===== config.mk =====
export PLATFORM = sky130hd
export DESIGN_NAME = tpr_front
export DESIGN_NICKNAME = d
export VERILOG_FILES = /design/src/design/tpr_pkg.sv /design/src/design/tpr_front.sv
export SDC_FILE = /design/constraint.sdc
export NUM_CORES = 1
export LEC_CHECK = 0
export BUFFER_PORTS_ARGS = -buffer_cell sky130_fd_sc_hd__buf_4
export CAP_MARGIN = 40
export CORE_UTILIZATION = 60
export CTS_CLUSTER_SIZE = 40
export DETAILED_ROUTE_END_ITERATION = 8
export PLACE_DENSITY = 0.85
export SETUP_SLACK_MARGIN = 0.3
export SLEW_MARGIN = 20
export SYNTH_ARGS = -nofsm -noshare
export SYNTH_HDL_FRONTEND = slang
export SYNTH_SLANG_ARGS = --single-unit

===== constraint.sdc =====
create_clock -name clk -period 9.66 [get_ports clk]
set_input_delay 0.483 -clock clk [delete_from_list [all_inputs] [get_ports clk]]
set_output_delay 0.483 -clock clk [all_outputs]
set_load 0.02 [all_outputs]

===== src/design/tpr_pkg.sv =====
// Shared types, constants and the divide-by-1000 digit step for the tooth-pulse RPM meter.
// No dependencies; every other design file imports this package.
`timescale 1ns / 1ps
`default_nettype none

package tpr_pkg;

	// Parameter defaults
	localparam int COUNT_WIDTH_DEF = 16;
	localparam int STAMP_WIDTH_DEF = 32;
	localparam int RPM_WIDTH_DEF   = 40;
	localparam int QUEUE_DEPTH     = 2;

	// Fixed field widths
	localparam int OP_W       = 2;
	localparam int STAMP_IN_W = 32;
	localparam int CLK_HZ_W   = 30;
	localparam int TEETH_W    = 8;
	localparam int ALPHA_W    = 10;
	localparam int CFG_DATA_W = 30;
	localparam int CFG_IDX_W  = 2;

	// Arithmetic constants
	localparam int MILLI     = 1000;
	localparam int MILLI_W   = 10;
	localparam int RPM_SCALE = 60 * MILLI;
	localparam int SCALE_W   = 16;
	localparam int DIGIT_W   = 8;
	localparam logic [MILLI_W-1:0] MILLI_V = MILLI_W'(MILLI);

	// Register reset values
	localparam logic [CLK_HZ_W-1:0] CLOCK_HZ_RST = CLK_HZ_W'(1000000);
	localparam logic [TEETH_W-1:0]  TEETH_RST    = TEETH_W'(1);
	localparam logic [ALPHA_W-1:0]  ALPHA_RST    = ALPHA_W'(100);

	typedef enum logic [OP_W-1:0] {
		OP_PULSE   = 2'd0,
		OP_TICK    = 2'd1,
		OP_RESTART = 2'd2
	} op_t;

	typedef enum logic [CFG_IDX_W-1:0] {
		CFG_CLOCK_HZ = 2'd0,
		CFG_TEETH    = 2'd1,
		CFG_ALPHA    = 2'd2
	} cfg_idx_t;

	typedef enum logic [2:0] {
		BK_IDLE,
		BK_MUL,
		BK_SCALE,
		BK_DIV,
		BK_FMUL,
		BK_FACC,
		BK_FDIV,
		BK_OUT
	} back_state_t;

	typedef struct packed {
		logic [MILLI_W-1:0] rem;
		logic [DIGIT_W-1:0] q;
	} milli_step_t;

	// One digit of restoring division by 1000: DIGIT_W numerator bits in,
	// DIGIT_W quotient bits out. The remainder stays below 1000.
	function automatic milli_step_t milli_step(input logic [MILLI_W-1:0] rem_in,
			input logic [DIGIT_W-1:0] bits);
		logic [MILLI_W:0]   trial;
		logic [MILLI_W-1:0] r;
		milli_step_t        res;
		r = rem_in;
		res = '0;
		for (int i = DIGIT_W - 1; i >= 0; i--) begin
			trial = {r, bits[i]};
			if (trial >= {1'b0, MILLI_V}) begin
				trial = trial - {1'b0, MILLI_V};
				res.q[i] = 1'b1;
			end else begin
				res.q[i] = 1'b0;
			end
			r = trial[MILLI_W-1:0];
		end
		res.rem = r;
		return res;
	endfunction

endpackage

`default_nettype wire


===== src/design/tpr_front.sv =====
// Front end: accepts beats, keeps the pulse counter and reference stamp,
// and hands each sample tick to the back end as a job. Depends on tpr_pkg.
`timescale 1ns / 1ps
`default_nettype none

module tpr_front import tpr_pkg::*; #(
	parameter int COUNT_WIDTH = COUNT_WIDTH_DEF,
	parameter int STAMP_WIDTH = STAMP_WIDTH_DEF
) (
	input  wire logic                   clk,
	input  wire logic                   arst_n,
	input  wire logic                   in_valid,
	input  wire logic [OP_W-1:0]        in_op,
	input  wire logic [STAMP_WIDTH-1:0] in_stamp,
	output logic                        in_ready,
	input  wire logic                   q_full,
	output logic                        push,
	output logic                        push_fault,
	output logic [COUNT_WIDTH-1:0]      push_count,
	output logic [STAMP_WIDTH-1:0]      push_elapsed
);

	logic [COUNT_WIDTH-1:0] count_q;
	logic [STAMP_WIDTH-1:0] ref_q;
	logic [STAMP_WIDTH-1:0] elapsed;
	logic                   accept;

	// A tick needs a queue slot; everything else waits with it to keep order
	assign in_ready = !q_full;
	assign accept   = in_valid && in_ready;
	assign elapsed  = in_stamp - ref_q;

	assign push         = accept && (in_op == OP_TICK);
	assign push_fault   = (elapsed == '0);
	assign push_count   = count_q;
	assign push_elapsed = elapsed;

	// Counter and reference stamp update per accepted beat
	always_ff @(posedge clk or negedge arst_n) begin
		if (!arst_n) begin
			count_q <= '0;
			ref_q   <= '0;
		end else if (accept) begin
			unique case (in_op)
				OP_PULSE: begin
					if (count_q != '1)
						count_q <= count_q + COUNT_WIDTH'(1);
				end
				OP_TICK: begin
					// zero elapsed keeps both; the back end reports the fault
					if (elapsed != '0) begin
						count_q <= '0;
						ref_q   <= in_stamp;
					end
				end
				OP_RESTART: begin
					ref_q <= in_stamp;
				end
				default: begin
					// unused op code: no effect
				end
			endcase
		end
	end

endmodule

`default_nettype wire


==> flow_summary.ini <==
[critical_path]
reg2reg_slack_ns = 4.80
critPathArrivalTime_ns = 5.11
endpoint_kind = flip-flop
startpoint = ref_q[0]
cp.required_ns = 9.91
startpoint_type = flip-flop
worstPathMaxFanout = 18
critPathKind = reg2reg
r2r-start = ref_q[0]

[drt]
wirelength_um = 14670
ant_nets = 0
dr.pass1.iters = 5
drc = 0
via_per_inst = 6.800
avgRoutedWirePerCell_um = 19.30
drt_iter0_drc = 427
vias = 5168

[synthesis]
seq_area_frac_synth = 0.2517
ys_warn_count = 0
synth_edf_count = 0
netlist_area_um2 = 4772
async_reset_ff_frac = 1.000
ys_ff_latch = 48
syn-num-nets = 664
yosys_most_used_dff = dfrtp_1
ys_types = 64
syn_area_per_cell_um2 = 8.047
syn_inst = 593

[timing]
skew_ns = 0.006720
fin_crit_ns = 4.865
whs_ns = 0.1791
setup_violations = 0
worst_pin_slew_ns = 0.7725
slew_violations = 0
clock.fmax_mhz = 205.6
max-slew-margin-rel = 0.4783
hold_violations = 0
tns_ns = 0
final.period_utilization = 0.5036
rsz0062_at_grt = false

[power_and_ir_drop]
pwr_density_cell_nw_per_um2 = 191.7
switchingPower_uw = 493.3
clkPwrFrac = 0.145
total_leakage_power_nw = 2.446
internal-power_uw = 579.5
switching_share = 0.4598
combPwrFrac = 0.617
vdd_drop_max_uv = 119.0
sequentialPowerShare = 0.238

[place]
dpl.hpwl_um = 10850
gp_congestion = 0.9620
io_buffers = 88
postPlaceCellArea_um2 = 5475
place_inst = 752

[clock_network]
cts_buffer_depth = 2
hold_buffers = 0
clock_latency_ns = 0.30
clk_pin_slew_worst_paths_ns = 0.09
clockRootBuffer = clkbuf_8
cts-htree-levels = 2
clock-sinks = 48
cts-resized-gates = 0
cts-buffers-inserted = 5
cts_setup_buffers = 0
cts_tree = done

[die]
num_rows = 32
die_height_um = 91.18
start_util = 0.6176
dieArea_um2 = 8314
fp.dieW_um = 91.18
ioPinCount = 89
core-area_um2 = 7727

[outcome]
outcome = finished clean

[hold_path]
hp-class = in2async

[layout]
areaGrowthSynthToFinish_pct = 17.28
drive_gt1_frac = 0.2188
design_area_um2 = 5597
nets = 728
fillers = 626
final_cells = 760
utilization = 0.7243
n_antenna_cell = 0

[global_route]
grt_first_pass_wirelength_um = 23320
grt_max_degree = 64
overflow = 0
grt_pass1_vias = 4781
gr-usage-all-layers = 0.3473
antenna_found_initial = 0

[flow_run]
max-cap-violations = 0
==> worst paths after layout <==
path	to	cells past startpoint
max in group asynchronous	push_count[10]	1
hold reg to reg	ref_q[0]	1
setup / recovery	ref_q[6]	14
hold / removal	ref_q[30]	1
min in group clk	ref_q[0]	2
setup reg to reg	ref_q[6]	14
==> Yosys cell counts (4+ instances only) <==
library cell	count	area share
o31ai_1	5	0.0079
o211ai_1	35	0.055
a21oi_1	46	0.048
nand2b_1	4	0.0052
and3_1	6	0.0079
inv_1	49	0.039
xor2_1	8	0.015
clkbuf_1	30	0.024
nor2b_1	4	0.0052
nor3_1	20	0.021
nor2_1	33	0.026
ha_1	32	0.084
dfrtp_1	48	0.25
o21ai_0	48	0.050
nand4_1	7	0.0092
a211oi_1	8	0.013
nand2_1	36	0.028
o221a_2	30	0.071
nand3_1	19	0.020
xnor2_1	10	0.018
a21o_1	20	0.031
o2bb2ai_1	14	0.026
o2111ai_1	4	0.0073
nor4_1	5	0.0066
and2_1	7	0.0092
or3_1	7	0.0092
mux2i_1	4	0.0084
==> cells by family (layout without fill, tap and decap cells) <==
family	Yosys count	after routing	synth area share
flops	48	48	0.2517
compound gates	240	240	0.3673
mux	7	7	0.01547
xor+xnor	18	18	0.03304
buf+inv	86	151	0.07394
fa+ha+maj	33	33	0.08810
simple gates	161	161	0.1704
==> registers in the layout (all words and copies together), names as in the netlist <==
name / count
ref_q: 32
push_count: 16
==> critical path, stage by stage (launching register included) <==
cell	delay, ns
dfrtp_1	0.40
ha_1	0.21
fa_1	0.41
nand2b_1	0.18
a21boi_0	0.36
o21ai_1	0.15
xnor2_1	0.17
a2111o_1	0.38
or4_1	0.51
a2111oi_2	0.28
nand4b_1	0.26
nor4_2	0.44
nand2b_1	0.58
buf_8	0.25
o221a_2	0.21
==> power groups by stage <==
| stage | registers (mW) | clock network [mW] | logic (mW) |
|---|---|---|---|
| 6_report | 0.256 | 0.155 | 0.662 |
| 5_1_grt | 0.259 | 0.164 | 0.711 |
| 4_1_cts | 0.255 | 0.158 | 0.653 |
| 3_5_place_dp | 0.257 | 0 | 0.648 |
| 3_3_place_gp | 0.256 | 0 | 0.630 |
| 2_1_floorplan | 0.259 | 0 | 0.428 |
==> layer usage <==
metal,track usage,up-vias,part of all wire
met4,0.1481,0,0.034
met3,0.04439,43,0.070
met5,0,-,0
met1,0.4727,2487,0.43
li1,-,2397,-
met2,0.5543,241,0.47
==> area by class of cell <==
class	instances	area, um^2	area share
Timing Repair Buffer	94	740.7	0.1323
Multi-Input combinational cell	459	3222	0.5757
Tap cell	102	127.6	0.02280
Clock inverter	2	38.79	0.006930
Inverter	49	183.9	0.03286
Clock buffer	6	82.58	0.01476
Sequential cell	48	1201	0.2146
==> through the flow <==
stage | power (mW) | setup slack (ns)
after floorplan | 0.6871 | 5.200
after global placement | 0.8855 | 4.596
after detailed placement | 0.9048 | 4.713
after CTS | 1.066 | 4.891
after global routing | 1.134 | 4.570
final | 1.073 | 4.795
==> cell usage in the layout (no fill, tap or decap), types with 2 or more instances in the layout <==
cell type,n
nor2b_1,4
nand3_1,19
and2_1,7
o22ai_1,2
xnor2_1,10
a21boi_0,3
a311oi_1,2
a211oi_1,8
or2_2,2
nor3_1,20
nand2_1,36
mux2_2,3
nand4b_1,2
or3_1,7
o221a_2,30
nor4_1,5
inv_1,49
o21a_1,2
buf_8,2
nor2_1,33
o211ai_1,35
o21ai_0,48
nand4_1,7
dfrtp_1,48
buf_4,91
ha_1,32
and3_1,6
xor2_1,8
o2bb2ai_1,14
o31ai_1,5
nand2b_1,4
mux2i_1,4
o2111ai_1,4
a21oi_1,45
a21o_1,20
o41ai_1,2
clkbuf_8,6
nor3b_1,2
o21ai_1,3
(Power assumes the default switching activity.)
