**src/design/tpr_pkg.sv**
```systemverilog
// Shared types, constants and the divide-by-1000 digit step for the tooth-pulse RPM meter.
// No dependencies; every other design file imports this package.
`timescale 1ns / 1ps
`default_nettype none

package tpr_pkg;

	// Parameter defaults
	localparam int COUNT_WIDTH_DEF = 16;
	localparam int STAMP_WIDTH_DEF = 32;
	localparam int RPM_WIDTH_DEF   = 40;
	localparam int QUEUE_DEPTH     = 2;

	// Fixed field widths
	localparam int OP_W       = 2;
	localparam int STAMP_IN_W = 32;
	localparam int CLK_HZ_W   = 30;
	localparam int TEETH_W    = 8;
	localparam int ALPHA_W    = 10;
	localparam int CFG_DATA_W = 30;
	localparam int CFG_IDX_W  = 2;

	// Arithmetic constants
	localparam int MILLI     = 1000;
	localparam int MILLI_W   = 10;
	localparam int RPM_SCALE = 60 * MILLI;
	localparam int SCALE_W   = 16;
	localparam int DIGIT_W   = 8;
	localparam logic [MILLI_W-1:0] MILLI_V = MILLI_W'(MILLI);

	// Register reset values
	localparam logic [CLK_HZ_W-1:0] CLOCK_HZ_RST = CLK_HZ_W'(1000000);
	localparam logic [TEETH_W-1:0]  TEETH_RST    = TEETH_W'(1);
	localparam logic [ALPHA_W-1:0]  ALPHA_RST    = ALPHA_W'(100);

	typedef enum logic [OP_W-1:0] {
		OP_PULSE   = 2'd0,
		OP_TICK    = 2'd1,
		OP_RESTART = 2'd2
	} op_t;

	typedef enum logic [CFG_IDX_W-1:0] {
		CFG_CLOCK_HZ = 2'd0,
		CFG_TEETH    = 2'd1,
		CFG_ALPHA    = 2'd2
	} cfg_idx_t;

	typedef enum logic [2:0] {
		BK_IDLE,
		BK_MUL,
		BK_SCALE,
		BK_DIV,
		BK_FMUL,
		BK_FACC,
		BK_FDIV,
		BK_OUT
	} back_state_t;

	typedef struct packed {
		logic [MILLI_W-1:0] rem;
		logic [DIGIT_W-1:0] q;
	} milli_step_t;

	// One digit of restoring division by 1000: DIGIT_W numerator bits in,
	// DIGIT_W quotient bits out. The remainder stays below 1000.
	function automatic milli_step_t milli_step(input logic [MILLI_W-1:0] rem_in,
			input logic [DIGIT_W-1:0] bits);
		logic [MILLI_W:0]   trial;
		logic [MILLI_W-1:0] r;
		milli_step_t        res;
		r = rem_in;
		res = '0;
		for (int i = DIGIT_W - 1; i >= 0; i--) begin
			trial = {r, bits[i]};
			if (trial >= {1'b0, MILLI_V}) begin
				trial = trial - {1'b0, MILLI_V};
				res.q[i] = 1'b1;
			end else begin
				res.q[i] = 1'b0;
			end
			r = trial[MILLI_W-1:0];
		end
		res.rem = r;
		return res;
	endfunction

endpackage

`default_nettype wire

```
**src/design/tpr_fifo.sv**
```systemverilog
// Short job queue between the front and back ends.
// Depends on tpr_pkg for the default depth.
`timescale 1ns / 1ps
`default_nettype none

module tpr_fifo import tpr_pkg::*; #(
	parameter int WIDTH = 8,
	parameter int DEPTH = QUEUE_DEPTH
) (
	input  wire logic             clk,
	input  wire logic             arst_n,
	input  wire logic             wr_en,
	input  wire logic [WIDTH-1:0] wr_data,
	output logic                  full,
	output logic                  rd_valid,
	input  wire logic             rd_en,
	output logic [WIDTH-1:0]      rd_data
);

	localparam int PTR_W = (DEPTH > 1) ? $clog2(DEPTH) : 1;
	localparam int CNT_W = $clog2(DEPTH + 1);

	logic [WIDTH-1:0] slot_q [DEPTH];
	logic [PTR_W-1:0] wr_ptr_q;
	logic [PTR_W-1:0] rd_ptr_q;
	logic [CNT_W-1:0] cnt_q;
	logic             do_wr;
	logic             do_rd;

	assign full     = (cnt_q == CNT_W'(DEPTH));
	assign rd_valid = (cnt_q != '0);
	assign rd_data  = slot_q[rd_ptr_q];
	assign do_wr    = wr_en && !full;
	assign do_rd    = rd_en && rd_valid;

	function automatic logic [PTR_W-1:0] ptr_next(input logic [PTR_W-1:0] p);
		return (p == PTR_W'(DEPTH - 1)) ? '0 : p + PTR_W'(1);
	endfunction

	// Pointers and fill level
	always_ff @(posedge clk or negedge arst_n) begin
		if (!arst_n) begin
			wr_ptr_q <= '0;
			rd_ptr_q <= '0;
			cnt_q    <= '0;
		end else begin
			if (do_wr)
				wr_ptr_q <= ptr_next(wr_ptr_q);
			if (do_rd)
				rd_ptr_q <= ptr_next(rd_ptr_q);
			if (do_wr && !do_rd)
				cnt_q <= cnt_q + CNT_W'(1);
			else if (do_rd && !do_wr)
				cnt_q <= cnt_q - CNT_W'(1);
		end
	end

	// Storage
	always_ff @(posedge clk) begin
		if (do_wr)
			slot_q[wr_ptr_q] <= wr_data;
	end

endmodule

`default_nettype wire

```
**config.mk**
```make
export PLATFORM = sky130hd
export DESIGN_NAME = tpr_fifo
export DESIGN_NICKNAME = d
export VERILOG_FILES = /design/src/design/tpr_pkg.sv /design/src/design/tpr_fifo.sv
export SDC_FILE = /design/constraint.sdc
export NUM_CORES = 1
export LEC_CHECK = 0
export BUFFER_PORTS_ARGS = -buffer_cell sky130_fd_sc_hd__buf_2
export CORE_AREA = 4 4 50 52
export DETAILED_ROUTE_END_ITERATION = 12
export DIE_AREA = 0 0 54 56
export SYNTH_ARGS = -nofsm -noshare
export SYNTH_HDL_FRONTEND = slang
export SYNTH_SLANG_ARGS = --single-unit
export TNS_END_PERCENT = 1
```
**constraint.sdc**
```tcl
create_clock -name clk -period 3.9 [get_ports clk]
set_clock_uncertainty 0.2 [all_clocks]
set_input_delay 0.78 -clock clk [delete_from_list [all_inputs] [get_ports clk]]
set_output_delay 0.78 -clock clk [all_outputs]
set_load 0.03 [all_outputs]
```
==> results.md, run 1 <==
Outcome
• outcome: complete, no violations

GRT
• largest net degree at the start of global routing: 13
• number of antenna violations at the first check in global routing: 0
• number of global-route vias before repair: 437
• global-route wire length before repair: 1770 um
• remaining global-route overflow: 0
• Tot GR Track Use: 0.0807

Timing
• number of setup violations in the final report: 0
• Period minus WS final: 2.43 ns
• Max Clk Rate: 412 MHz
• Max transition margin: 0.555
• final-report hold violation count: 0
• Total Neg Setup Slack: 0 ns
• unrepaired setup endpoints after global routing: no
• number of slew-limit violations in the final report: 0
• transition at the pin with the smallest max-transition slack: 0.665 ns
• Final period util: 0.622

Critical path
• CP Data Required Time: 2.92 ns
• WP data arrival: 1.45 ns
• critical-path cell list: mux2_1, buf_2
• beginning of the worst register-to-register path: cnt_q[0]
• type of the worst setup path: flop to output pin
• Worst setup endpoint: rd_data[1]
• slowest stage cell, crit path: dfrtp_1
• Critical Path Stages: 2
• endpoint of the lowest-slack register-to-register path: slot_q[0][7]
• minimum setup slack among reg-to-reg paths: 2.14 ns
• Critical path buffers and inverters: 1
• kind of launch point of the worst setup path: flop
• cell family with most CP delay: flip-flops
• endpoint class of the critical path: output pin
• Reg2Reg Depth: 3
• Crit. Startpoint: rd_ptr_q
• slowest stage delay, CP: 0.60 ns
• CP max FO: 9

Synth
• share of synthesized area occupied by flip-flops and latches: 0.739
• cells after synthesis: 44
• Mapped Nets: 57
• Syn. warnings: 0
• Synth cell types: 14
• Yosys top cell by area: edfxtp_1
• flop and latch count out of synthesis: 20
• area share of the largest cell type after synthesis: 0.611
• Avg Inst Size Synth: 17.9 um^2
• most area-consuming cells after synthesis: edfxtp_1, dfrtp_1, mux2_1, xnor2_1, xor2_1
• post-synthesis instance area: 786 um^2

Power
• power density over the cells: 814 nW/um^2
• overall power: 0.793 mW
• leakage: 0.401 nW
• VDD IR-drop max: 0.000453 V

Place
• global placer's final weighted congestion: 0.672
• hpwl dp: 787 um
• IO buf count: 21

Clock tree
• buffers from clock root to sink, at most: 2
• number of H-tree levels: 1
• number of gates resized after CTS: 0
• clock insertion delay at the later pin of the skew report: 0.28 ns
• number of clock sinks seen by CTS: 20
• TritonCTS clock tree: yes
• total CTS buffers: 3
• clock root buffer: clkbuf_4
• Hold-fix buffers, CTS: 0
• Setup Buffers After CTS: 0
• clock edge transition at the registers on the reported setup and hold paths: 0.10 ns

Route
• wire length reported by the detailed router: 1060 um
• drt drc: 0
• detail-routed via count per cell: 4.22
• First-pass DRT Iterations: 3
• via count: 405
• Antenna Violating Nets Remaining: 0
• detailed router's first-iteration violation count: 4
• wire length per cell: 11.1 um

Min path
• worst min-delay path class: primary input to async pin

Floorplanning
• die span in y: 56 um
• I/O pins: 22
• site row count: 17
• overall die area: 3020 um^2
• area of the core: 2110 um^2
• initial standard-cell utilization of the core: 0.373
• width of the die: 54 um

Final layout
• area delta synth->final: 23.9%
• share of layout cells above drive strength 1: 0.412
• final antenna diode count: 0
• count of nets after finishing: 82

Flow run
• # Max-Cap Violations: 0

-- layout make-up --
| type | instances | area [um^2] |
|---|---|---|
| fill | 188 | 1130 |
| clock inverter | 1 | 30.0 |
| multi-input combinational | 21 | 193 |
| tap | 28 | 35.0 |
| clock buffer | 3 | 22.5 |
| inverter | 2 | 7.51 |
| timing repair buffer | 21 | 105 |
| sequential | 20 | 581 |
-- layout by cell type, fill, tap and decap left out, types with 2 or more instances in the layout --
cell      instances
xor2_1            2
buf_2            21
edfxtp_1         16
inv_1             2
xnor2_1           3
mux2_1            8
dfrtp_1           4
nor2_1            2
clkbuf_4          3
-- power by group --
group	internal [mW]	total, mW	switching (mW)
Combinational	0.110	0.291	0.181
Sequential	0.298	0.340	0.0414
Clock	0.104	0.162	0.0578
Total	0.512	0.793	0.280
-- worst min path at each step --
stage,slack (ns),from,to
final,0.08,arst_n,cnt_q[1]
after global routing,0.07,arst_n,cnt_q[1]
after CTS,0.07,arst_n,cnt_q[1]
after detailed placement,0.29,wr_ptr_q,wr_ptr_q
after global placement,0.27,wr_ptr_q,wr_ptr_q
after floorplan,0.26,wr_ptr_q,wr_ptr_q
-- layer usage --
metal	track usage	wire, um
met4	0.0320	0
met2	0.123	497
met3	0.0268	92
met1	0.104	474
met5	0	0
-- synth_stat cells --
master     n
dfrtp_1    4
nand2b_1   1
xnor2_1    3
buf_2      1
inv_1      2
xor2_1     2
mux2_1     8
nand2_4    1
or2_4      1
nor2_1     2
ha_1       1
nand2_2    1
edfxtp_1  16
and3_1     1
-- cells by family after synthesis --
kind of cell,synth area share
flops,0.739
mux,0.115
simple gates,0.0589
xor+xnor,0.0557
buf+inv,0.0159
fa+ha+maj,0.0159
-- flip-flops by register name (all words and copies together), names as in the netlist --
register	cells
cnt_q	2
slot_q	16
rd_ptr_q	1
wr_ptr_q	1
-- stage by stage --
step	util	std cells	hold slack [ns]	worst slack (ns)	cell area, um^2
floorplan	-	44	0.259	1.97	786
global placement	0.437	92	0.273	1.79	921
detailed placement	0.437	92	0.285	1.79	921
CTS	0.462	96	0.0690	1.45	973
global route	0.462	96	0.0672	1.41	973
finish	0.462	96	0.0788	1.47	973
No activity file was read; power rests on OpenSTA's default activity.
==> run 2: changes to the inputs <==
Clock period 3.9 ns to 2.3 ns, I/O delays scaled along.
==> run 2 against run 1 <==
Against the previous run: non-clock buffer count increased by 2; register-to-register slack lost 1.5 ns; via count up 4.2%; worst setup slack worse by 1.3 ns; critical endpoint unchanged.
==> results.md, run 2 (synthesized netlist as in run 1, its figures left out) <==
Final layout
• register containing the most flip-flops in the final layout: slot_q
• area delta synth->final: 26.1%
• most used cells in the layout excluding fill and tap cells: buf_2, edfxtp_1, mux2_1
• max FFs per register: 16
• final antenna diode count: 0
• top flop regs: slot_q x16, cnt_q x2
• fill count: 194
• most common cell after layout, fill and taps aside: buf_2
• count of nets after finishing: 84
• share of layout cells above drive strength 1: 0.414
• final core area utilization: 0.471

Power
• leakage: 0.411 nW
• VDD IR-drop max: 0.000628 V
• power density over the cells: 1370 nW/um^2

Critical path
• Crit. Startpoint: rd_ptr_q
• beginning of the worst register-to-register path: cnt_q[0]
• type of the worst setup path: flop to output pin
• Reg2Reg Depth: 4
• slowest stage delay, CP: 0.61 ns
• endpoint of the lowest-slack register-to-register path: slot_q[0][5]
• endpoint class of the critical path: output pin
• WP data arrival: 1.46 ns
• Worst setup endpoint: rd_data[1]
• CP Data Required Time: 1.64 ns
• kind of launch point of the worst setup path: flop
• CP max FO: 9
• slowest stage cell, crit path: dfrtp_1
• minimum setup slack among reg-to-reg paths: 0.64 ns
• critical-path cell list: mux2_1, buf_2

Floorplanning
• initial standard-cell utilization of the core: 0.373
• I/O pins: 22
• site row count: 17
• area of the core: 2110 um^2
• overall die area: 3020 um^2
• die span in y: 56 um
• width of the die: 54 um

GRT
• number of global-route vias before repair: 440
• largest net degree at the start of global routing: 13
• Tot GR Track Use: 0.0888
• global-route wire length before repair: 1860 um
• remaining global-route overflow: 0
• number of antenna violations at the first check in global routing: 0

Place
• hpwl dp: 825 um
• IO buf count: 21
• global placer's final weighted congestion: 0.680

Route
• wire length reported by the detailed router: 1140 um
• via count: 422
• wire length per cell: 11.6 um
• detail-routed via count per cell: 4.31
• First-pass DRT Iterations: 4
• detailed router's first-iteration violation count: 8
• drt drc: 0
• Antenna Violating Nets Remaining: 0

Clock tree
• clock insertion delay at the later pin of the skew report: 0.30 ns
• total CTS buffers: 3
• clock edge transition at the registers on the reported setup and hold paths: 0.11 ns
• buffers from clock root to sink, at most: 2
• number of H-tree levels: 1
• TritonCTS clock tree: yes
• clock root buffer: clkbuf_4
• number of clock sinks seen by CTS: 20

Timing
• Max transition margin: 0.728
• Period minus WS final: 2.12 ns
• transition at the pin with the smallest max-transition slack: 0.407 ns
• final-report hold violation count: 0
• Final period util: 0.921
• number of setup violations in the final report: 0
• Max Clk Rate: 472 MHz
• number of slew-limit violations in the final report: 0
• Total Neg Setup Slack: 0 ns
• unrepaired setup endpoints after global routing: no

Min path
• worst min-delay path class: primary input to flop

Outcome
• outcome: complete, no violations

Flow run
• # Max-Cap Violations: 0

## run 2: worst min-delay path by stage
stage / from / endpoint / slack, ns / cells past startpoint
after floorplan: arst_n / cnt_q[0] / -0.04 / 0
after global placement: arst_n / cnt_q[1] / 0.07 / 1
after detailed placement: arst_n / rd_ptr_q / 0.07 / 1
after CTS: wr_data[0] / slot_q[0][0] / 0.13 / 1
after global routing: wr_data[7] / slot_q[0][7] / 0.12 / 1
final: wr_data[0] / slot_q[0][0] / 0.14 / 1
## run 2: layout make-up
class	instances	area, um^2	share of cell area
Clock inverter	1	30.0	0.0303
Timing Repair Buffer	23	123	0.124
Multi-Input combinational cell	21	193	0.194
Tap cell	28	35.0	0.0354
Inverter	2	7.51	0.00758
Sequential cell	20	581	0.586
Clock buffer	3	22.5	0.0227
## run 2: what timing repair did
item	4_1_cts	5_1_grt
buffers inserted	0	0
gates resized for setup	0	0
endpoints found under the hold margin	4	0
hold buffers	1	0
endpoints found under the setup margin	0	0
## run 2: per-stage QoR
stage,std cells,power (mW),setup WS (ns),hold WS [ns],area [um^2]
floorplan,44,0.962,0.687,-0.0356,786
global placement,93,1.09,0.506,0.0730,928
detailed placement,93,1.10,0.497,0.0720,928
CTS,98,1.38,0.141,0.132,991
global route,98,1.44,0.0945,0.123,991
finish,98,1.36,0.181,0.142,991
## run 2: metal layers
metal / part of all wire / GRT usage
met4: 0.015 / 0.0641
met5: 0 / 0
met1: 0.41 / 0.100
met3: 0.065 / 0.0241
met2: 0.51 / 0.138
## run 2: worst max-delay path: cells and delay by family, from the launching register on
kind	cells	cell delay [ns]
buffers and inverters	1	0.18
multiplexers	1	0.37
flip-flops	1	0.61
## run 2: power by group
group,switching [mW],total (mW),internal [mW]
Clock,0.102,0.278,0.176
Combinational,0.308,0.503,0.195
Sequential,0.0723,0.578,0.506
Total,0.483,1.36,0.877
