**src/design/tpr_pkg.sv**
```systemverilog
// Shared types, constants and the divide-by-1000 digit step for the tooth-pulse RPM meter.
// No dependencies; every other design file imports this package.
`timescale 1ns / 1ps
`default_nettype none

package tpr_pkg;

	// Parameter defaults
	localparam int COUNT_WIDTH_DEF = 16;
	localparam int STAMP_WIDTH_DEF = 32;
	localparam int RPM_WIDTH_DEF   = 40;
	localparam int QUEUE_DEPTH     = 2;

	// Fixed field widths
	localparam int OP_W       = 2;
	localparam int STAMP_IN_W = 32;
	localparam int CLK_HZ_W   = 30;
	localparam int TEETH_W    = 8;
	localparam int ALPHA_W    = 10;
	localparam int CFG_DATA_W = 30;
	localparam int CFG_IDX_W  = 2;

	// Arithmetic constants
	localparam int MILLI     = 1000;
	localparam int MILLI_W   = 10;
	localparam int RPM_SCALE = 60 * MILLI;
	localparam int SCALE_W   = 16;
	localparam int DIGIT_W   = 8;
	localparam logic [MILLI_W-1:0] MILLI_V = MILLI_W'(MILLI);

	// Register reset values
	localparam logic [CLK_HZ_W-1:0] CLOCK_HZ_RST = CLK_HZ_W'(1000000);
	localparam logic [TEETH_W-1:0]  TEETH_RST    = TEETH_W'(1);
	localparam logic [ALPHA_W-1:0]  ALPHA_RST    = ALPHA_W'(100);

	typedef enum logic [OP_W-1:0] {
		OP_PULSE   = 2'd0,
		OP_TICK    = 2'd1,
		OP_RESTART = 2'd2
	} op_t;

	typedef enum logic [CFG_IDX_W-1:0] {
		CFG_CLOCK_HZ = 2'd0,
		CFG_TEETH    = 2'd1,
		CFG_ALPHA    = 2'd2
	} cfg_idx_t;

	typedef enum logic [2:0] {
		BK_IDLE,
		BK_MUL,
		BK_SCALE,
		BK_DIV,
		BK_FMUL,
		BK_FACC,
		BK_FDIV,
		BK_OUT
	} back_state_t;

	typedef struct packed {
		logic [MILLI_W-1:0] rem;
		logic [DIGIT_W-1:0] q;
	} milli_step_t;

	// One digit of restoring division by 1000: DIGIT_W numerator bits in,
	// DIGIT_W quotient bits out. The remainder stays below 1000.
	function automatic milli_step_t milli_step(input logic [MILLI_W-1:0] rem_in,
			input logic [DIGIT_W-1:0] bits);
		logic [MILLI_W:0]   trial;
		logic [MILLI_W-1:0] r;
		milli_step_t        res;
		r = rem_in;
		res = '0;
		for (int i = DIGIT_W - 1; i >= 0; i--) begin
			trial = {r, bits[i]};
			if (trial >= {1'b0, MILLI_V}) begin
				trial = trial - {1'b0, MILLI_V};
				res.q[i] = 1'b1;
			end else begin
				res.q[i] = 1'b0;
			end
			r = trial[MILLI_W-1:0];
		end
		res.rem = r;
		return res;
	endfunction

endpackage

`default_nettype wire

```
**src/design/tpr_div.sv**
```systemverilog
// Restoring divider, one quotient bit per cycle, for the raw speed.
// Depends on tpr_pkg only through the import convention.
`timescale 1ns / 1ps
`default_nettype none

module tpr_div import tpr_pkg::*; #(
	parameter int NUM_W = 62,
	parameter int DEN_W = 40
) (
	input  wire logic             clk,
	input  wire logic             arst_n,
	input  wire logic             start,
	input  wire logic [NUM_W-1:0] num,
	input  wire logic [DEN_W-1:0] den,   // held stable until done
	output logic                  done,
	output logic [NUM_W-1:0]      quot
);

	localparam int CNT_W = $clog2(NUM_W + 1);

	logic [CNT_W-1:0] cnt_q;
	logic             done_q;
	logic [NUM_W-1:0] nq_q;    // numerator bits shift out the top, quotient in the bottom
	logic [DEN_W-1:0] rem_q;
	logic [DEN_W:0]   trial;
	logic [DEN_W:0]   diff;
	logic             ge;

	assign trial = {rem_q, nq_q[NUM_W-1]};
	assign diff  = trial - {1'b0, den};
	assign ge    = (trial >= {1'b0, den});
	assign done  = done_q;
	assign quot  = nq_q;

	// Step counter
	always_ff @(posedge clk or negedge arst_n) begin
		if (!arst_n) begin
			cnt_q  <= '0;
			done_q <= 1'b0;
		end else begin
			done_q <= (cnt_q == CNT_W'(1));
			if (start)
				cnt_q <= CNT_W'(NUM_W);
			else if (cnt_q != '0)
				cnt_q <= cnt_q - CNT_W'(1);
		end
	end

	// Shift and conditional subtract
	always_ff @(posedge clk) begin
		if (start) begin
			nq_q  <= num;
			rem_q <= '0;
		end else if (cnt_q != '0) begin
			nq_q  <= {nq_q[NUM_W-2:0], ge};
			rem_q <= ge ? diff[DEN_W-1:0] : trial[DEN_W-1:0];
		end
	end

endmodule

`default_nettype wire

```
**src/design/tpr_back.sv**
```systemverilog
// Back end: turns a job into raw milli-RPM, applies the moving average and
// holds the result in an output register. Depends on tpr_pkg and tpr_div.
`timescale 1ns / 1ps
`default_nettype none

module tpr_back import tpr_pkg::*; #(
	parameter int COUNT_WIDTH = COUNT_WIDTH_DEF,
	parameter int STAMP_WIDTH = STAMP_WIDTH_DEF,
	parameter int RPM_WIDTH   = RPM_WIDTH_DEF
) (
	input  wire logic                   clk,
	input  wire logic                   arst_n,
	input  wire logic                   job_valid,
	input  wire logic                   job_fault,
	input  wire logic [COUNT_WIDTH-1:0] job_count,
	input  wire logic [STAMP_WIDTH-1:0] job_elapsed,
	output logic                        job_pop,
	input  wire logic [CLK_HZ_W-1:0]    clock_hz,
	input  wire logic [TEETH_W-1:0]     teeth,
	input  wire logic [ALPHA_W-1:0]     alpha,
	output logic                        out_valid,
	output logic [RPM_WIDTH-1:0]        out_rpm_milli,
	output logic                        out_fault,
	input  wire logic                   out_ready
);

	localparam int PROD_W    = COUNT_WIDTH + CLK_HZ_W;
	localparam int NUM_W     = PROD_W + SCALE_W;
	localparam int DEN_W     = STAMP_WIDTH + TEETH_W;
	localparam int SUM_W     = RPM_WIDTH + ALPHA_W;
	localparam int SUM_STEPS = (SUM_W + DIGIT_W - 1) / DIGIT_W;
	localparam int PAD_W     = SUM_STEPS * DIGIT_W;
	localparam int FCNT_W    = $clog2(SUM_STEPS + 1);
	localparam logic [RPM_WIDTH-1:0] RPM_MAX = '1;

	back_state_t            state_q, state_d;
	logic [COUNT_WIDTH-1:0] jcnt_q;
	logic [STAMP_WIDTH-1:0] jel_q;
	logic                   res_fault_q;
	logic [PROD_W-1:0]      prod_q;
	logic [DEN_W-1:0]       den_q;
	logic [SUM_W-1:0]       acc_q;
	logic [PAD_W-1:0]       fq_q;
	logic [MILLI_W-1:0]     frem_q;
	logic [FCNT_W-1:0]      fcnt_q;
	logic [RPM_WIDTH-1:0]   filt_q;
	logic                   out_valid_q;
	logic [RPM_WIDTH-1:0]   out_rpm_q;
	logic                   out_fault_q;

	logic [TEETH_W-1:0]     teeth_eff;
	logic [ALPHA_W-1:0]     alpha_eff;
	logic [ALPHA_W-1:0]     alpha_inv;
	logic [NUM_W-1:0]       div_num;
	logic [NUM_W-1:0]       div_quot;
	logic                   div_done;
	logic                   div_start;
	logic [RPM_WIDTH-1:0]   raw;
	logic                   out_load;
	milli_step_t            fstep;

	// Register clean-up: zero teeth counts as one, alpha caps at 1000
	assign teeth_eff = (teeth == '0) ? TEETH_W'(1) : teeth;
	assign alpha_eff = (alpha > MILLI_V) ? MILLI_V : alpha;
	assign alpha_inv = MILLI_V - alpha_eff;

	assign div_num = NUM_W'(prod_q) * NUM_W'(RPM_SCALE);
	assign raw     = (div_quot[NUM_W-1:RPM_WIDTH] != '0) ? RPM_MAX
	                                                     : div_quot[RPM_WIDTH-1:0];
	assign fstep   = milli_step(frem_q, fq_q[PAD_W-1 -: DIGIT_W]);

	assign out_valid     = out_valid_q;
	assign out_rpm_milli = out_rpm_q;
	assign out_fault     = out_fault_q;

	tpr_div #(
		.NUM_W (NUM_W),
		.DEN_W (DEN_W)
	) u_div (
		.clk    (clk),
		.arst_n (arst_n),
		.start  (div_start),
		.num    (div_num),
		.den    (den_q),
		.done   (div_done),
		.quot   (div_quot)
	);

	// Next state
	always_comb begin
		state_d = state_q;
		unique case (state_q)
			BK_IDLE:  if (job_valid) state_d = job_fault ? BK_OUT : BK_MUL;
			BK_MUL:   state_d = BK_SCALE;
			BK_SCALE: state_d = BK_DIV;
			BK_DIV:   if (div_done) state_d = BK_FMUL;
			BK_FMUL:  state_d = BK_FACC;
			BK_FACC:  state_d = BK_FDIV;
			BK_FDIV:  if (fcnt_q == '0) state_d = BK_OUT;
			BK_OUT:   if (out_load) state_d = BK_IDLE;
			default:  state_d = BK_IDLE;
		endcase
	end

	// State outputs
	always_comb begin
		job_pop   = 1'b0;
		div_start = 1'b0;
		out_load  = 1'b0;
		unique case (state_q)
			BK_IDLE:  job_pop = job_valid;
			BK_SCALE: div_start = 1'b1;
			BK_OUT:   out_load = !out_valid_q || out_ready;
			default: begin
			end
		endcase
	end

	// Control state, filter memory and output register valid
	always_ff @(posedge clk or negedge arst_n) begin
		if (!arst_n) begin
			state_q     <= BK_IDLE;
			filt_q      <= '0;
			out_valid_q <= 1'b0;
		end else begin
			state_q <= state_d;
			if (state_q == BK_FDIV && fcnt_q == '0)
				filt_q <= fq_q[RPM_WIDTH-1:0];
			if (out_load)
				out_valid_q <= 1'b1;
			else if (out_ready)
				out_valid_q <= 1'b0;
		end
	end

	// Datapath
	always_ff @(posedge clk) begin
		if (job_pop) begin
			jcnt_q      <= job_count;
			jel_q       <= job_elapsed;
			res_fault_q <= job_fault;
		end
		if (out_load) begin
			out_rpm_q   <= filt_q;
			out_fault_q <= res_fault_q;
		end
		case (state_q)
			BK_MUL: begin
				prod_q <= PROD_W'(jcnt_q) * PROD_W'(clock_hz);
				den_q  <= DEN_W'(jel_q) * DEN_W'(teeth_eff);
			end
			BK_FMUL: begin
				acc_q <= SUM_W'(raw) * SUM_W'(alpha_eff);
			end
			BK_FACC: begin
				fq_q   <= PAD_W'(acc_q + SUM_W'(filt_q) * SUM_W'(alpha_inv));
				frem_q <= '0;
				fcnt_q <= FCNT_W'(SUM_STEPS);
			end
			BK_FDIV: begin
				if (fcnt_q != '0) begin
					fq_q   <= {fq_q[PAD_W-DIGIT_W-1:0], fstep.q};
					frem_q <= fstep.rem;
					fcnt_q <= fcnt_q - FCNT_W'(1);
				end
			end
			default: begin
			end
		endcase
	end

endmodule

`default_nettype wire

```
**config.mk**
```make
export PLATFORM = sky130hd
export DESIGN_NAME = tpr_back
export DESIGN_NICKNAME = d
export VERILOG_FILES = /design/src/design/tpr_pkg.sv /design/src/design/tpr_div.sv /design/src/design/tpr_back.sv
export SDC_FILE = /design/constraint.sdc
export NUM_CORES = 2
export LEC_CHECK = 0
export BUFFER_PORTS_ARGS = -buffer_cell sky130_fd_sc_hd__buf_2
export CAP_MARGIN = 40
export CELL_PAD_IN_SITES_DETAIL_PLACEMENT = 1
export CELL_PAD_IN_SITES_GLOBAL_PLACEMENT = 1
export CORE_MARGIN = 5
export CORE_UTILIZATION = 47
export DETAILED_ROUTE_END_ITERATION = 10
export GPL_TIMING_DRIVEN = 0
export PLACE_DENSITY_LB_ADDON = 0.05
export SYNTH_ARGS = -nofsm -noshare
export SYNTH_HDL_FRONTEND = slang
export SYNTH_SLANG_ARGS = --single-unit
```
**constraint.sdc**
```tcl
create_clock -name clk -period 8.3 [get_ports clk]
set_clock_uncertainty 0.1 [all_clocks]
set_input_delay 0 -clock clk [delete_from_list [all_inputs] [get_ports clk]]
set_output_delay 0 -clock clk [all_outputs]
set_load 0.01 [all_outputs]
```
==> results.yml <==
worst_setup_path:
  critPathRequiredTime_ps: 8610
  critPathCapture: "acc_q[48]"
  cp.arrival_ps: 9190
  cp_slowest_cell: "fa_1"
  start_kind: "register"
  slowest_delay_ps: 570
  r2r_slack_ps: -590
  crit-reg2reg-capture: "acc_q[48]"
  r2r_cells: 32
  r2r-start: "u_div.quot[47]"
  worst_path_most_repeated_cell: "fa_1"
  crit_fanout: 6
  startpoint: "u_div.quot[47]"
  critical_path_class: "reg2reg"
  endpoint_kind: "register"
synthesis:
  syn-num-nets: 9934
  synth.area.top_cells: "fa_1 38%, edfxtp_1 14%, ha_1 8.9%, inv_1 6.5%, nand2_1 5.6%"
  avgSynthCellArea_um2: 9.57
  synth_most_common_cell: "fa_1"
  ys_top_cells_by_count: "1436 x fa_1, 1312 x inv_1, 1128 x nand2_1, 535 x ha_1, 442 x and2_1"
  synth_edf_count: 352
  ys.flop_type: "edfxtp_1"
  synth_area_leader_cell: "fa_1"
  yosysUniqueCellTypes: 111
  ys_ff_latch: 448
  synth_top_area_share_pct: 38.2
  yosysWarnings: 0
  synth_sequential_area_ratio_pct: 16.9
  syn-cell-area_mm2: 0.0752
  synthArstFlopShare_pct: 11.4
  syn_inst: 7862
global_routing:
  grt-ovfl-total: 0
  grt_pass1_vias: 63000
  grt_start_max_net_pins: 37
  grtUsageTotal_pct: 27.2
  grt_pass1_wl_um: 360000
  antenna_found_initial: 2
placement:
  port_buffers: 138
  gp_congestion: 0.907
  hpwl_um: 187000
sta:
  finalSetupViolCount: 16
  tightest_slew_ps: 973
  finalMaxSlewViolations: 0
  slew_headroom_pct: 35.2
  finalCritPeriodShare_pct: 107
  holdWs_ps: 9.52
  final-hold-violation-count: 0
  max_freq_mhz: 113
  rsz0062_at_grt: "yes"
  layout_min_cycle_time_ps: 8890
  setup_ws_ps: -586
clock_network:
  root_buffer: "clkbuf_16"
  h-tree-depth: 2
  clkTransAtPathRegs_ps: 60
  cts_buffers: 59
  cts_sinks: 448
  max-clock-path-buffers: 3
  cts_tree: "done"
  clk-insertion-delay-late_ps: 690
routing:
  first_pass_iters: 5
  drt-vias-per-instance: 5.37
  ant_nets: 0
  via_count: 56000
  routed_wl_um: 226000
  wl_per_cell_um: 21.7
  drtIter0Drc: 2831
  drc_errors: 0
run_status:
  status: "complete, but fails checks"
  violations: "setup timing"
floorplan:
  die_w_um: 410
  dieArea_mm2: 0.168
  start_util_pct: 47.4
  die_h_um: 410
  boundaryPins: 144
  coreArea_mm2: 0.159
  std_cell_rows: 146
cells_and_area:
  final_nets: 10400
  area_growth_syn_to_layout_pct: 12.9
  drive_gt1_share_pct: 10.2
worst_hold_path:
  hold_path_class: "in2reg"
  hold_depth: 4
flow_run:
  max_cap_viol_count: 0
-- layout make-up --
cell class                      count  area [µm²]
Antenna cell                        2        5.00
Buffer                            342        1670
Clock buffer                       66        1510
Clock inverter                     44         485
Fill cell                       17700       73800
Inverter                         1314        4940
Multi-Input combinational cell   5735       57700
Sequential cell                   448       12700
Tap cell                         2072        2590
Timing Repair Buffer              414        3340
-- flip-flops by register name, summed over array words and instances (netlist names) --
register	cells
u_div.done	1
frem_q	10
res_fault_q	1
fq_q	56
out_rpm_milli	40
u_div.cnt_q	6
acc_q	50
den_q	40
u_div.quot	62
jcnt_q	16
state_q	3
filt_q	40
fcnt_q	3
prod_q	46
u_div.rem_q	40
jel_q	32
out_valid	1
out_fault	1
-- worst max-delay path, delay by kind of cell, from the launching register on --
kind	cells	cell delay [ps]
AOI/OAI and AO/OA	14	3010
adders and majority gates	6	2780
and+or+nand+nor	7	1840
buffers and inverters	4	420
DFF	1	370
xor gates and xnor gates	1	80
-- through the flow --
step           std cells  TNS (ps)  utilization [%]  cell area [µm²]  setup WS (ps)
2_1_floorplan       7862     -77.7                -            75400          -77.7
3_3_place_gp       10100   -320430             49.6            78700          -3730
3_5_place_dp       10100    -89660             49.9            79300          -3440
4_1_cts            10400     -3670             52.9            84000           -633
5_1_grt            10400     -8630             53.5            85000           -860
6_report           10400     -3670             53.5            85000           -586
-- cells by family (layout without fill, tap and decap cells) --
logic type                 count (synthesis)  after routing  synth area share, %
other                                      0              2                    0
DFF                                      448            448                 16.9
buffers and inverters                   1679           2180                 8.44
AOI/OAI and AO/OA                        905            905                 7.70
muxes                                     57             57                0.838
adders and majority gates               1973           1973                 47.1
xor gates and xnor gates                 254            254                 2.98
and+or+nand+nor                         2546           2546                 16.0
-- worst min path at each step --
stage / start / end / slack, ps
2_1_floorplan: arst_n / filt_q[0] / -400
3_3_place_gp: job_elapsed[22] / jel_q[22] / 80
3_5_place_dp: arst_n / filt_q[5] / -70
4_1_cts: teeth[0] / den_q[0] / 3
5_1_grt: teeth[0] / den_q[0] / 10
6_report: teeth[0] / den_q[0] / 10
-- layer usage --
metal	track usage [%]	vias up	wire length [µm]
met5	0	-	0
met2	47.6	1080	112000
met4	9.93	0	9410
li1	-	25600	-
met1	35.2	29100	95900
met3	2.75	289	8640
-- cell usage in the layout, fill, tap and decap left out, drive strengths merged, types with 41 or more instances in the layout --
| cell type | netlist | final |
|---|---|---|
| inv | 1314 | 1321 |
| xor2 | 80 | 80 |
| dfrtp | 51 | 51 |
| nand3 | 120 | 120 |
| a21o | 63 | 63 |
| xnor2 | 174 | 174 |
| nand2 | 1129 | 1129 |
| dfxtp | 45 | 45 |
| o21ai | 234 | 234 |
| nor2b | 104 | 104 |
| fa | 1436 | 1436 |
| nor3 | 91 | 91 |
| mux2 | 45 | 45 |
| dlygate4sd3 | 0 | 103 |
| buf | 21 | 337 |
| clkbuf | 344 | 382 |
| and2 | 443 | 443 |
| nand2b | 42 | 42 |
| ha | 535 | 535 |
| or2 | 50 | 50 |
| or3 | 41 | 41 |
| a21oi | 290 | 290 |
| nor2 | 375 | 375 |
| and3 | 91 | 91 |
| edfxtp | 352 | 352 |
-- what timing repair did --
item                                    4_1_cts  5_1_grt
hold buffers                                103        0
pin swaps                                   139      123
gates resized for setup                     290      163
hold endpoints to repair                    115        0
endpoints found under the setup margin       65       64
setup buffers                                82       51
Power is not shown: default switching activity piles up to over one toggle a cycle in this logic, so the estimate is an artifact.
